`config.mk`:
```
export PLATFORM = sky130hd
export DESIGN_NAME = sem_ctrl
export DESIGN_NICKNAME = d
export VERILOG_FILES = /design/src/hdl/sem_pkg.sv /design/src/hdl/sem_ctrl.sv
export SDC_FILE = /design/constraint.sdc
export NUM_CORES = 1
export LEC_CHECK = 0
export BUFFER_PORTS_ARGS = -buffer_cell sky130_fd_sc_hd__buf_2
export CAP_MARGIN = 20
export CORE_MARGIN = 5
export CORE_UTILIZATION = 41
export DETAILED_ROUTE_END_ITERATION = 16
export PLACE_DENSITY = 0.72
export SYNTH_ARGS = -nofsm -noshare
export SYNTH_HDL_FRONTEND = slang
export SYNTH_SLANG_ARGS = --single-unit
```
`constraint.sdc`:
```
create_clock -name clk -period 1.25 [get_ports clk]
set_input_delay 0.125 -clock clk [delete_from_list [all_inputs] [get_ports clk]]
set_output_delay 0.125 -clock clk [all_outputs]
set_load 0.01 [all_outputs]
```
`src/hdl/sem_pkg.sv`:
```
// Shared types and constants for the Sobel edge magnitude block.
// No dependencies; imported by sem_ctrl, sem_dp and sobel_edge_magnitude.
`default_nettype none
package sem_pkg;

  localparam int PIX_W   = 8;
  localparam int DIM_CFG = 13;
  localparam int COORD_W = 12;

  // configuration register indexes
  localparam logic REG_WIDTH  = 1'b0;
  localparam logic REG_HEIGHT = 1'b1;

  // grey = sum / 3 as (sum * 683) >> 11, exact for sum <= 765
  localparam logic [9:0]  DIV3_MUL = 10'd683;
  // |g| / 9 as (|g| * 7282) >> 16, exact for |g| <= 1020
  localparam logic [12:0] DIV9_MUL = 13'd7282;

  // result slots of one pixel
  localparam logic [1:0] SEL_CENTER = 2'd0;
  localparam logic [1:0] SEL_RIGHT  = 2'd1;
  localparam logic [1:0] SEL_BOTTOM = 2'd2;

  typedef struct packed {
    logic       load_px;
    logic       upd_win;
    logic       calc_grad;
    logic       calc_div;
    logic       calc_sq;
    logic       sqrt_init;
    logic       sqrt_step;
    logic [2:0] sqrt_bit;
    logic       emit;
    logic [1:0] emit_sel;
  } sem_cmd_t;

  typedef struct packed {
    logic has_center;
    logic has_right;
    logic has_bottom;
    logic out_free;
  } sem_sts_t;

endpackage
`default_nettype wire

```
`src/hdl/sem_ctrl.sv`:
```
// Sequencer for one pixel: fetch, window update, gradient, root, emission.
// Depends on sem_pkg.
`default_nettype none
module sem_ctrl import sem_pkg::*; (
  input  wire logic     clk,
  input  wire logic     rst_n,
  input  wire logic     in_valid,
  output logic          in_stall,
  input  sem_sts_t      sts,
  output sem_cmd_t      cmd
);

  typedef enum logic [3:0] {
    S_IDLE, S_RD, S_WIN, S_GRAD, S_DIV, S_SQ, S_SQRT, S_EM0, S_EM1, S_EM2
  } state_t;

  state_t     state_r, state_nxt;
  logic [2:0] bit_r, bit_nxt;

  assign in_stall = (state_r != S_IDLE);

  always_comb begin
    state_nxt = state_r;
    bit_nxt   = bit_r;
    cmd       = '0;
    cmd.sqrt_bit = bit_r;
    case (state_r)
      S_IDLE: begin
        if (in_valid) begin
          cmd.load_px = 1'b1;
          state_nxt   = S_RD;
        end
      end
      S_RD:   state_nxt = S_WIN;
      S_WIN: begin
        cmd.upd_win = 1'b1;
        state_nxt   = S_GRAD;
      end
      S_GRAD: begin
        cmd.calc_grad = 1'b1;
        state_nxt     = S_DIV;
      end
      S_DIV: begin
        cmd.calc_div = 1'b1;
        state_nxt    = S_SQ;
      end
      S_SQ: begin
        cmd.calc_sq   = 1'b1;
        cmd.sqrt_init = 1'b1;
        bit_nxt       = 3'd7;
        state_nxt     = S_SQRT;
      end
      S_SQRT: begin
        cmd.sqrt_step = 1'b1;
        bit_nxt       = bit_r - 3'd1;
        if (bit_r == 3'd0) state_nxt = S_EM0;
      end
      S_EM0: begin
        if (!sts.has_center) begin
          state_nxt = S_EM1;
        end else if (sts.out_free) begin
          cmd.emit     = 1'b1;
          cmd.emit_sel = SEL_CENTER;
          state_nxt    = S_EM1;
        end
      end
      S_EM1: begin
        if (!sts.has_right) begin
          state_nxt = S_EM2;
        end else if (sts.out_free) begin
          cmd.emit     = 1'b1;
          cmd.emit_sel = SEL_RIGHT;
          state_nxt    = S_EM2;
        end
      end
      S_EM2: begin
        if (!sts.has_bottom) begin
          state_nxt = S_IDLE;
        end else if (sts.out_free) begin
          cmd.emit     = 1'b1;
          cmd.emit_sel = SEL_BOTTOM;
          state_nxt    = S_IDLE;
        end
      end
      default: state_nxt = S_IDLE;
    endcase
  end

  always_ff @(posedge clk) begin
    if (!rst_n) begin
      state_r <= S_IDLE;
      bit_r   <= '0;
    end else begin
      state_r <= state_nxt;
      bit_r   <= bit_nxt;
    end
  end

  a_emit_free: assert property (@(posedge clk) disable iff (!rst_n)
    cmd.emit |-> sts.out_free) else $error("emit into occupied output register");
  a_load_win: assert property (@(posedge clk) disable iff (!rst_n)
    cmd.load_px |=> ##1 cmd.upd_win) else $error("window update missed after load");
  a_sqrt_end: assert property (@(posedge clk) disable iff (!rst_n)
    (cmd.sqrt_step && cmd.sqrt_bit == 3'd0) |=> !cmd.sqrt_step)
    else $error("root iteration overran");

endmodule
`default_nettype wire

```
---- Word-level counts from Yosys, hierarchy flattened ----
Index checks and enable logic that the tools add are counted.
operators by class
  add/sub/neg operators ................... 1
  mux-type cells .......................... 24
  reduce and logical (&&, ||, !) cells .... 5
  equal/unequal tests ..................... 14
operators with widths
  kind                                              count
  one-hot mux 4 bit (10 select lines)               1
  two-way mux 4 bit                                 8
  two-way mux 3 bit                                 6
  == test 4 x 3 -> 1 bit, second input constant     4
  inequality test 3 bit, second input constant      3
  one-hot mux 3 bit (3 select lines)                1
  == test 4 x 2 -> 1 bit, second input constant     2
  == test 4 bit, second input constant              2
  two-way mux 1 bit                                 6
  one-hot mux 3 bit (2 select lines)                1
  AND reduction 5 bit                               1
  == test 4 x 1 -> 1 bit, second input constant     1
  logical NOT 4 bit                                 1
  inequality test 2 bit, second input constant      2
  nonzero test 4 bit                                1
  logical NOT 3 bit                                 1
  subtractor 3 x 1 -> 3 bit, second input constant  1
  two-way mux 2 bit                                 1
  nonzero test 2 bit                                1
word-level totals
  register bits ........................... 7
  output and inout bits ................... 14

---- Logic depth before layout (Yosys ltp) ----
  word-level depth ........................ 3
  mapped depth ............................ 7
  mapped depth without buffers ............ 7

---- Worst setup path before layout ----
Ideal clock, no wire load.
  path kind ............................... register to register
  from .................................... register bit_r[0]
  to ...................................... register state_r[1]
  cell stages (with the launch flop) ...... 8
  arrival time ............................ 1310 ps
  buffers on the path ..................... 0
  period minus slack after synthesis ...... 1382 ps
  slack ................................... -132 ps
  library setup time ...................... 72 ps
  required time ........................... 1178 ps
  path through ............................ dfxtp_1 -> inv_1 -> ha_1 -> ha_1 -> and3b_1 -> o21ai_1 -> o21ai_2 -> mux2i_1
on the way
  longest elaborated chain between the ends .. 3
RTL lines
  element                          RTL line        RTL
  start: declaration               sem_ctrl.sv:18  logic [2:0] bit_r, bit_nxt;
  start signal: assignment         sem_ctrl.sv:95  bit_r <= bit_nxt;
  logical NOT 3 bit                sem_ctrl.sv:56  if (bit_r == 3'd0) state_nxt = S_EM0;
  inequality test 2 bit (no line)  n/a
  AND reduction 5 bit (no line)    n/a
  end signal: assignment           sem_ctrl.sv:94  state_r <= state_nxt;
  end: declaration                 sem_ctrl.sv:17  state_t state_r, state_nxt;
Every way passes these cells.
A chain may end at the register's enable or synchronous reset.

==> impl_results.rst <==
.. list-table::
   :header-rows: 1

   * - Metric
     - Value
   * - Commonest register cell after synthesis
     - sky130_fd_sc_hd__dfxtp_1
   * - Sinks on Clock Net
     - 7
   * - Wire per inst
     - 13.8 um
   * - Vias after detailed routing
     - 670
   * - Antenna violations before repair
     - 0
   * - CTS root buf
     - sky130_fd_sc_hd__clkbuf_4
   * - Area of the die
     - 2160 sq um
   * - Cells after Synth
     - 76
   * - Clock transition at the registers of the reported paths
     - 50 ps
   * - Tightest slew margin relative to the limit
     - 84.4%
   * - Type of destination of the critical path
     - primary output
   * - Top area cells in the synthesized netlist
     - sky130_fd_sc_hd__dfxtp_1, sky130_fd_sc_hd__o21ai_0, sky130_fd_sc_hd__a21oi_1
   * - Number of clock buffers inserted by TritonCTS
     - 3
   * - # Max-Cap Violations
     - 0
   * - Worst-case setup slack after placement
     - -21.4 ps
   * - Routability-driven placement congestion ratio
     - 0.785
   * - Pre-Repair DR Iteration Count
     - 4
   * - Sequential element share of the synthesized area
     - 25.6%
   * - Result of the run
     - finished, violations left
   * - TritonCTS clock tree
     - done
   * - Number of enable-type register cells in the synthesized netlist
     - 0
   * - Unrepaired setup endpoints after global routing
     - true
   * - Synth top area share
     - between 20% and 30%
   * - Num rows
     - 13
   * - Worst setup SP type
     - flip-flop
   * - Crit path required time
     - roughly 1100 ps
   * - Count of pins over their slew limit
     - 0
   * - Max Root-Sink Buffers
     - 2
   * - Total wire length after detailed routing
     - 1.73 mm
   * - Worst-path fanout max
     - 2
   * - Clock period minus worst slack
     - 1440 ps
   * - Leakage
     - 0.419 nW
   * - Total inserted antenna cells
     - 0
   * - Initial Utilization
     - 42.6%
   * - Final-layout worst hold slack
     - 137 ps
   * - Final-report setup violation count
     - 10
   * - Drt via density
     - 5.36
   * - Critical path class
     - reg2out
   * - First-pass GRT wire length
     - 2.88 mm
   * - Post-synth net total
     - 85
   * - Power per standard cell area
     - ~700 nW/um^2
   * - Data arrival time of the worst path
     - 1310 ps
   * - Largest net degree at the start of global routing
     - 12
   * - Skew-Pair Late Insertion Delay
     - 250 ps
   * - Violated checks
     - setup timing
   * - Layout cell share with drive strength beyond 1
     - 57.3%
   * - Syn Std Cell Area
     - 547 sq um
   * - GRT Util Overall
     - 19.0%
   * - Worst ir drop on vdd
     - 538 uV
   * - Period utilisation layout
     - 115%
   * - Most repeated cell in the gate-level netlist after synthesis
     - sky130_fd_sc_hd__nor2_1
   * - Port buffer count
     - 20
   * - Vias in the first global route
     - around 660
   * - Class of the tightest hold or removal check
     - in2reg
   * - Most frequent cells after synthesis
     - sky130_fd_sc_hd__nor2_1, sky130_fd_sc_hd__dfxtp_1, sky130_fd_sc_hd__o21ai_0
   * - Synth async-reset ratio
     - 0%
   * - Total chip power
     - approximately 670 uW
   * - Cell taking the most area after synthesis
     - sky130_fd_sc_hd__dfxtp_1
   * - Final Hold Vio Count
     - 0
   * - Max Clock Freq
     - slightly below 0.7 GHz
   * - Count of nets after finishing
     - 120
   * - Die Span X
     - about 47 um
   * - Number of nets with antenna violations after detailed routing
     - 0
   * - HPWL after detailed placement
     - 1.15 mm
   * - PnR worst setup slack
     - -188 ps
   * - #FFs+latches synth
     - 7
   * - Area growth, synth to finish
     - 69.1%
   * - Chip Height
     - 46.5 um
   * - Total I/O pin count
     - 21
   * - Initial DRC count
     - 26
   * - Clock skew
     - 1.41 ps
   * - Synth Warn #
     - 0
   * - Core ar.
     - around 1300 sq um
   * - Final routed DRC violation total
     - 0
   * - Least-Margin Pin Slew
     - 232 ps
   * - Mean Syn Cell Area
     - 7.19 sq um
   * - Overflow left after global routing
     - 0
   * - Post-synthesis cell type count
     - 27
   * - H-tree depth
     - 1
[timing repair]
action | 4_1_cts | 5_1_grt
hold buffers | 0 | 0
setup endpoints to repair | 14 | 16
pin swaps | 1 | 4
setup buffers | 4 | 1
resized for setup | 17 | 11
endpoints found under the hold margin | 0 | 0
gates cloned | 0 | 0
[registers in the layout, indices dropped and copies added (netlist names)]
| register | flops |
|---|---|
| bit_r | 3 |
| state_r | 4 |
[layout by cell type, fill, tap and decap left out, types with 3 or more instances in the layout]
cell / synthesis / final
sky130_fd_sc_hd__a21oi_1: 6 / 6
sky130_fd_sc_hd__and3_1: 4 / 3
sky130_fd_sc_hd__buf_2: 4 / 18
sky130_fd_sc_hd__buf_4: 1 / 13
sky130_fd_sc_hd__buf_6: 0 / 5
sky130_fd_sc_hd__clkbuf_4: 0 / 3
sky130_fd_sc_hd__dfxtp_4: 0 / 4
sky130_fd_sc_hd__inv_1: 5 / 3
sky130_fd_sc_hd__nand2_1: 5 / 5
sky130_fd_sc_hd__nand3_1: 5 / 5
sky130_fd_sc_hd__nor2_1: 8 / 4
sky130_fd_sc_hd__nor2_4: 0 / 3
sky130_fd_sc_hd__nor3_1: 4 / 3
sky130_fd_sc_hd__o21ai_0: 7 / 7
[power by group]
part,switching [mW],internal [mW]
Clock,0.0893,0.122
Sequential,0.0181,0.228
Combinational,0.109,0.0995
Total,0.216,0.450
[final cells by class]
class / instances / area [sq um]
timing repair buffer: 36 / 244
tap: 15 / 18.8
multi-input combinational: 58 / 459
clock buffer: 4 / 26.3
sequential: 7 / 158
fill: 108 / 360
inverter: 5 / 18.8
[per-layer routing]
metal / vias up / global-route usage, % / wire (um) / part of all wire, %
met2: 19 / 32.1 / 932 / 54
met1: 307 / 20.9 / 674 / 39
li1: 338 / - / - / -
met3: 6 / 3.91 / 96 / 5.6
met5: - / 0 / 0 / 0
met4: 0 / 12.5 / 24 / 1.4
[final timing paths]
check	startpoint	slack (ps)	depth (start not counted)	endpoint
max reg2reg	state_r[0]	-110	6	state_r[1]
min	sts[0]	140	2	state_r[0]
min reg2reg	state_r[3]	630	2	state_r[2]
max	state_r[0]	-190	4	cmd[2]
[kinds of logic (layout without fill, tap and decap cells)]
group | after synthesis | count (layout) | synth area share [%]
flip-flops | 7 | 7 | 25.6
buffers and inverters | 11 | 45 | 9.38
multiplexers | 2 | 2 | 4.58
AO/OA/AOI/OAI | 19 | 19 | 22.0
adder cells (fa/ha/maj) | 2 | 2 | 4.58
AND/OR/NAND/NOR | 35 | 35 | 33.9
[stage by stage]
| stage | instance area, sq um | cells | util [%] | TNS [ps] |
|---|---|---|---|---|
| detailed placement | 749 | 116 | 58.3 | -21.4 |
| CTS | 870 | 124 | 67.7 | -595 |
| finish | 925 | 125 | 72.0 | -541 |
| floorplan | 581 | 76 | - | -26.0 |
| global placement | 749 | 116 | 58.3 | -1.05 |
| global route | 925 | 125 | 72.0 | -1330 |
[critical path, cell delays in order, from the launching register on]
cell and delay [ps]:
sky130_fd_sc_hd__dfxtp_2 330, sky130_fd_sc_hd__mux2_4 320, sky130_fd_sc_hd__a32oi_4 200, sky130_fd_sc_hd__nor2_1 70
sky130_fd_sc_hd__buf_2 140
No activity file was read; power rests on OpenSTA's default activity.
